**config.mk**
```make
export PLATFORM = sky130hd
export DESIGN_NAME = lea128_block_encrypt
export DESIGN_NICKNAME = d
export VERILOG_FILES = /design/src/sv/lea_pkg.sv /design/src/sv/lea128_block_encrypt.sv
export VERILOG_INCLUDE_DIRS = /design/src /design/src/sv
export SDC_FILE = /design/constraint.sdc
export NUM_CORES = 2
export LEC_CHECK = 0
export BUFFER_PORTS_ARGS = -buffer_cell sky130_fd_sc_hd__buf_2
export CAP_MARGIN = 20
export CORE_MARGIN = 3
export CORE_UTILIZATION = 35
export DETAILED_ROUTE_END_ITERATION = 10
export GPL_TIMING_DRIVEN = 1
export PLACE_DENSITY = 0.64
export REMOVE_ABC_BUFFERS = 1
export SLEW_MARGIN = 40
export SYNTH_ARGS = -nofsm -noshare
export SYNTH_HDL_FRONTEND = slang
export SYNTH_SLANG_ARGS = --single-unit
```
**constraint.sdc**
```tcl
create_clock -name aclk -period 27.4 [get_ports aclk]
set_input_delay 1.37 -clock aclk [delete_from_list [all_inputs] [get_ports aclk]]
set_output_delay 1.37 -clock aclk [all_outputs]
set_load 0.005 [all_outputs]
```
**src/sv/assert_macros.svh**
```systemverilog
// Assertion macros used by the RTL of the LEA-128 encryption block.
`ifndef ASSERT_MACROS_SVH
`define ASSERT_MACROS_SVH

// Clocked concurrent assertion with an active-low reset disable.
`define ASSERT_CLK(label, clk, rst_n, prop, msg) \
    label: assert property (@(posedge clk) disable iff (!(rst_n)) (prop)) else $error(msg);

// Implication checked on the cycle after the antecedent.
`define ASSERT_NEXT(label, clk, rst_n, ante, cons, msg) \
    label: assert property (@(posedge clk) disable iff (!(rst_n)) (ante) |=> (cons)) \
        else $error(msg);

`endif

```
**src/sv/lea_pkg.sv**
```systemverilog
// Types, constants and rotate helpers for the LEA-128 encryption block.
`default_nettype none

package lea_pkg;

    typedef logic [31:0] word_t;

    // Key register indexes on the configuration port
    typedef enum logic [1:0] {
        KEY_WORD0 = 2'd0,
        KEY_WORD1 = 2'd1,
        KEY_WORD2 = 2'd2,
        KEY_WORD3 = 2'd3
    } key_idx_t;

    // Fixed delta constants, restarted for every block
    localparam word_t DELTA0 = 32'hc3efe9db;
    localparam word_t DELTA1 = 32'h88c4d604;
    localparam word_t DELTA2 = 32'he789f229;
    localparam word_t DELTA3 = 32'hc6f98763;

    // Sequencer states, one-hot
    typedef enum logic [1:0] {
        ST_IDLE = 2'b01,
        ST_RUN  = 2'b10
    } state_t;

    // Rotate left by a constant amount in 1..31
    function automatic word_t rotl32(input word_t v, input int unsigned n);
        rotl32 = (v << n) | (v >> (32 - n));
    endfunction

endpackage

`default_nettype wire

```
**src/sv/lea128_block_encrypt.sv**
```systemverilog
// LEA-128 block encryption core, one round per cycle on a shared round unit.
//
// channel  direction  handshake              payload
// s_       in         s_tvalid / s_tready    s_tdata: plaintext words 0..3
// m_       out        m_tvalid / m_tready    m_tdata: ciphertext words 0..3
// cfg_     in         cfg_valid / cfg_ready  cfg_index, cfg_data: key words 0..3
//
// An item is accepted while the sequencer is idle and then runs ROUND_COUNT rounds
// in the round unit; no new item is accepted until its last round is done.
// The round counter steps the single datapath once per cycle, bar a held last round.
// A finished item waits in the output register; the next item may be accepted
// meanwhile, and the last round holds only while that register is still full.
// Reset clears the key words to zero, the sequencer and the output valid.
`default_nettype none

module lea128_block_encrypt
    import lea_pkg::*;
#(
    parameter int ROUND_COUNT = 24
) (
    input  wire logic         aclk,
    input  wire logic         aresetn,
    // configuration write channel
    input  wire logic         cfg_valid,
    output logic              cfg_ready,
    input  wire logic [1:0]   cfg_index,
    input  wire logic [31:0]  cfg_data,
    // input stream
    input  wire logic         s_tvalid,
    output logic              s_tready,
    // s_tdata fields from bit 0: plain_word0, plain_word1, plain_word2, plain_word3
    input  wire logic [127:0] s_tdata,
    // output stream
    output logic              m_tvalid,
    input  wire logic         m_tready,
    // m_tdata fields from bit 0: cipher_word0, cipher_word1, cipher_word2, cipher_word3
    output logic [127:0]      m_tdata
);

    localparam int CNT_W = (ROUND_COUNT > 1) ? $clog2(ROUND_COUNT) : 1;
    localparam logic [CNT_W-1:0] LAST_ROUND = CNT_W'(ROUND_COUNT - 1);

    state_t         state_reg, state_next;
    logic [CNT_W-1:0] cnt_reg, cnt_next;
    word_t          key_reg [4];
    word_t          t_reg [4];
    word_t          t_next [4];
    word_t          x_reg [4];
    word_t          x_next [4];
    word_t          delta_reg [4];
    word_t          delta_next [4];
    logic [127:0]   out_data_reg;
    logic           out_valid_reg, out_valid_next;

    logic           s_accept;
    logic           last_round;
    logic           out_free;
    logic           advance;
    word_t          d;
    word_t          rt [4];
    word_t          rx [4];

    assign cfg_ready = 1'b1;
    assign s_tready  = (state_reg == ST_IDLE);
    assign s_accept  = s_tvalid && s_tready;
    assign m_tvalid  = out_valid_reg;
    assign m_tdata   = out_data_reg;

    assign last_round = (cnt_reg == LAST_ROUND);
    assign out_free   = !out_valid_reg || m_tready;
    assign advance    = (state_reg == ST_RUN) && (!last_round || out_free);

    // Shared round unit: key schedule step, then the ARX round
    always_comb begin
        d     = delta_reg[0];
        rt[0] = rotl32(t_reg[0] + d, 1);
        rt[1] = rotl32(t_reg[1] + rotl32(d, 1), 3);
        rt[2] = rotl32(t_reg[2] + rotl32(d, 2), 6);
        rt[3] = rotl32(t_reg[3] + rotl32(d, 3), 11);
        rx[0] = rotl32((x_reg[0] ^ rt[0]) + (x_reg[1] ^ rt[1]), 9);
        rx[1] = rotl32((x_reg[1] ^ rt[2]) + (x_reg[2] ^ rt[1]), 27);
        rx[2] = rotl32((x_reg[2] ^ rt[3]) + (x_reg[3] ^ rt[1]), 29);
        rx[3] = x_reg[0];
    end

    // Sequencer and working-register next values
    always_comb begin
        state_next     = state_reg;
        cnt_next       = cnt_reg;
        t_next         = t_reg;
        x_next         = x_reg;
        delta_next     = delta_reg;
        out_valid_next = out_valid_reg && !m_tready;
        case (state_reg)
            ST_IDLE: begin
                if (s_accept) begin
                    state_next    = ST_RUN;
                    cnt_next      = '0;
                    t_next        = key_reg;
                    x_next[0]     = s_tdata[31:0];
                    x_next[1]     = s_tdata[63:32];
                    x_next[2]     = s_tdata[95:64];
                    x_next[3]     = s_tdata[127:96];
                    delta_next[0] = DELTA0;
                    delta_next[1] = DELTA1;
                    delta_next[2] = DELTA2;
                    delta_next[3] = DELTA3;
                end
            end
            ST_RUN: begin
                if (advance) begin
                    t_next        = rt;
                    x_next        = rx;
                    delta_next[0] = delta_reg[1];
                    delta_next[1] = delta_reg[2];
                    delta_next[2] = delta_reg[3];
                    delta_next[3] = rotl32(delta_reg[0], 4);
                    cnt_next      = cnt_reg + CNT_W'(1);
                    if (last_round) begin
                        state_next     = ST_IDLE;
                        cnt_next       = '0;
                        out_valid_next = 1'b1;
                    end
                end
            end
            default: begin
                state_next = ST_IDLE;
                cnt_next   = '0;
            end
        endcase
    end

    // Control registers and key words
    always_ff @(posedge aclk) begin
        if (!aresetn) begin
            state_reg     <= ST_IDLE;
            cnt_reg       <= '0;
            out_valid_reg <= 1'b0;
            for (int i = 0; i < 4; i++) begin
                key_reg[i] <= '0;
            end
        end else begin
            state_reg     <= state_next;
            cnt_reg       <= cnt_next;
            out_valid_reg <= out_valid_next;
            if (cfg_valid && cfg_ready) begin
                case (key_idx_t'(cfg_index))
                    KEY_WORD0: key_reg[0] <= cfg_data;
                    KEY_WORD1: key_reg[1] <= cfg_data;
                    KEY_WORD2: key_reg[2] <= cfg_data;
                    KEY_WORD3: key_reg[3] <= cfg_data;
                    default:   key_reg[0] <= key_reg[0];
                endcase
            end
        end
    end

    // Working key, block, deltas and the output register
    always_ff @(posedge aclk) begin
        t_reg     <= t_next;
        x_reg     <= x_next;
        delta_reg <= delta_next;
        if (advance && last_round) begin
            out_data_reg <= {rx[3], rx[2], rx[1], rx[0]};
        end
    end

    `include "assert_macros.svh"

    `ASSERT_CLK(a_idle_cnt_zero, aclk, aresetn, (state_reg != ST_IDLE) || (cnt_reg == '0), "round counter not zero while idle")
    `ASSERT_NEXT(a_accept_starts, aclk, aresetn, s_accept, (state_reg == ST_RUN) && (cnt_reg == '0), "accepted item did not start at round zero")
    `ASSERT_NEXT(a_hold_on_full, aclk, aresetn, (state_reg == ST_RUN) && last_round && out_valid_reg && !m_tready, (state_reg == ST_RUN) && last_round, "last round left while output register full")
    `ASSERT_NEXT(a_finish_valid, aclk, aresetn, advance && last_round, m_tvalid && s_tready, "finished item not presented")

endmodule

`default_nettype wire

```
==> summary.txt <==
Outcome
  – Status: complete, no violations

Yosys
  – Syn Area/Cell: 10.17 sq um
  – Yosys top cell by area: edfxtp_1
  – Synth top area cells: edfxtp_1 (41%), nand2_1 (8.3%), ha_1 (7.4%), dfxtp_1 (7.3%), xnor2_1 (5.1%)
  – Warnings, synthesis: 0
  – Register area share after synthesis: 0.4885
  – Async SR Flop Fraction: 0
  – Area share of the largest cell type after synthesis: 0.4150
  – Dominant synthesized flop cell: edfxtp_1
  – #FFs+latches synth: 648
  – Cell variety after synth: 92
  – Mapped Area: 0.03705 sq mm
  – Cells after synthesis: 3644
  – EDFF count, synth: 512

Worst setup path
  – Arr. time, crit path: 7.87 ns
  – CP Data Required Time: 27.78 ns
  – Critical Path Sink Type: register
  – Critical Path Fanout Max: 6
  – Kind of critical path: register to register
  – Startpoint Class: register

Clock tree
  – Clock slew at reported path FFs: 0.06 ns
  – Post_cts resized: 0
  – Worst skew pair latency: 0.65 ns
  – TritonCTS clock tree: done
  – Clock Sinks: 648
  – CTS Hold Buffers Added: 0
  – CTS Buffer Depth: 3
  – Htree depth: 3
  – CTS root buf: clkbuf_16
  – Num CTS Buffers: 77
  – Setup repair bufs after CTS: 0

STA
  – Fin worst setup slack: 19.91 ns
  – Hold Fails Final Rpt: 0
  – Post-layout minimum cycle time: 7.491 ns
  – Max Clock Freq: 133.5 MHz
  – Setup_tns: 0 ns
  – Worst Tran Pin Value: 0.9481 ns
  – Hold WS: 0.4646 ns
  – Tcrit/Tclk final: 0.2734
  – Worst slew margin: 0.3634
  – RSZ-0062 raised after global routing: no
  – Clock skew: 0.03090 ns
  – Slew Viols, Final: 0
  – Endpoints failing setup: 0

Finish
  – Commonest cells after routing, fill and taps aside: nand2_1 (820), edfxtp_1 (512), buf_2 (295)
  – Layout cell share with drive strength beyond 1: 0.1409
  – Antenna fix cells: 0
  – Layout Nets: 4314
  – Layout area overhead: 15.59%
  – Commonest non-fill, non-tap cell in the layout: nand2_1
  – FILL cells: 10.29k
  – Final Util: 0.4108

Pwr
  – Total power: 3.959 mW
  – Max VDD drop: 0.05020 mV
  – Power density cells: 92.45 mW/mm^2
  – Leakage: 16.50 nW

Global route
  – Largest net degree at the start of global routing: 146
  – Initial antenna violation count: 6
  – GR peak layer: met2
  – Vias in the first global route: 27.61k
  – Tot GR Track Use: 0.2363
  – GRT met2 Usage: 0.3764
  – Met1 GRT Util: 0.3234
  – First-pass GRT wire length: 191800 um
  – Met3 usage: 0.03737
  – Congestion Overflow GR: 0

Drt
  – DRC viols: 0
  – Initial DRT Pass Iterations: 6
  – Initial DRC Count: 2778
  – Via count: 29.13k
  – Antenna Nets Post-Route: 0
  – Vias per cell: 5.433
  – Final wirelength: 134700 um
  – WL per Instance: 25.13 um

Floorplanning
  – Initial Util: 0.3554
  – Die Wd: 331.4 um
  – Chip height: 331.4 um
  – Core box area: 0.1042 sq mm
  – Die area: 0.1098 sq mm
  – # IOs: 298
  – Row Count: 118

Placement
  – Port Buf Inserts: 296
  – Post-detail-place hpwl: 102200 um
  – Gpl congestion: 0.9646
  – Pre-CTS WS: 20.10 ns

Min path
  – Hold Crit Class: register to register

Run
  – Max Cap Viol: 0
==> layer usage <==
layer	share of wire	vias up
li1	-	13460
met1	0.43	14260
met2	0.46	1197
met3	0.073	202
met4	0.040	6
met5	0.00030	-
==> logic make-up (layout without fill, tap and decap cells) <==
family	Yosys count	in the layout	synth area share
mux	36	36	0.01101
compound gates	859	859	0.1557
fa+ha+maj	225	225	0.07741
xor+xnor	377	377	0.09301
other cells	1	1	0.0001012
buf+inv	216	553	0.02212
flops	648	648	0.4885
simple gates	1282	1282	0.1522
==> where the power goes <==
part           total (mW)  leakage [nW]  internal, mW  switching, mW
Clock                1.07          1.27         0.636          0.436
Combinational        1.65          9.42         0.555           1.10
Sequential           1.24          5.81          1.19         0.0471
==> cell usage after synthesis, types with 7 or more instances <==
master and n:
a211oi_1 17, a21boi_0 141, a21o_1 85, a21oi_1 191, a21oi_2 8, a31o_2 11, a31oi_1 12, and2_1 69
and3_1 23, clkbuf_1 123, dfxtp_1 136, edfxtp_1 512, fa_1 7, ha_1 218, inv_1 83, mux2_2 34
nand2_1 820, nand2b_1 95, nand3_1 47, nand4_1 15, nor2_1 109, nor2b_1 26, nor3_1 33, nor3b_1 8
o211ai_1 11, o21a_1 36, o21ai_0 191, o21ai_1 14, o21bai_1 36, o31ai_1 17, or3_1 8, xnor2_1 217
xor2_1 149
==> area by class of cell <==
type | instances | area [sq um] | share of cell area
clock buffers | 96 | 2121 | 0.04952
flip-flops and latches | 648 | 18100 | 0.4226
clock inverters | 42 | 485.5 | 0.01134
repair buffers | 332 | 1834 | 0.04283
well taps | 1380 | 1727 | 0.04032
inverters | 83 | 311.5 | 0.007275
multi-input cells | 2780 | 18250 | 0.4261
==> final timing paths <==
path	from	end	slack [ns]	cells after the start
max	d[1]	rx[5]	19.91	23
min	key_reg[126]	key_reg[126]	0.46	2
max reg2reg	d[1]	rx[5]	19.91	23
min reg2reg	key_reg[126]	key_reg[126]	0.46	2
==> stage by stage <==
step | instances | instance area [sq um]
2_1_floorplan | 3511 | 36540
3_3_place_gp | 5221 | 40070
3_5_place_dp | 5221 | 40150
4_1_cts | 5359 | 42750
5_1_grt | 5361 | 42820
6_report | 5361 | 42820
==> worst max-delay path: stages (launching register included) <==
cell and delay (ns):
edfxtp_1 0.51, ha_1 0.33, a21o_1 0.15, a21oi_1 0.28
o21bai_1 0.14, a21oi_1 0.42, o211a_1 0.43, o41a_1 0.22
o21ai_1 0.26, a311oi_2 0.62, xnor2_1 0.15, ha_1 0.26
fa_1 0.50, a21o_1 0.20, a21oi_1 0.24, o21bai_1 0.26
a31oi_1 0.35, o31ai_1 0.12, buf_4 0.19, a2111oi_0 0.57
o21bai_1 0.32, a21oi_1 0.24, xnor2_1 0.15, mux2_2 0.29
Note: power is estimated with default switching activity, not from simulation.
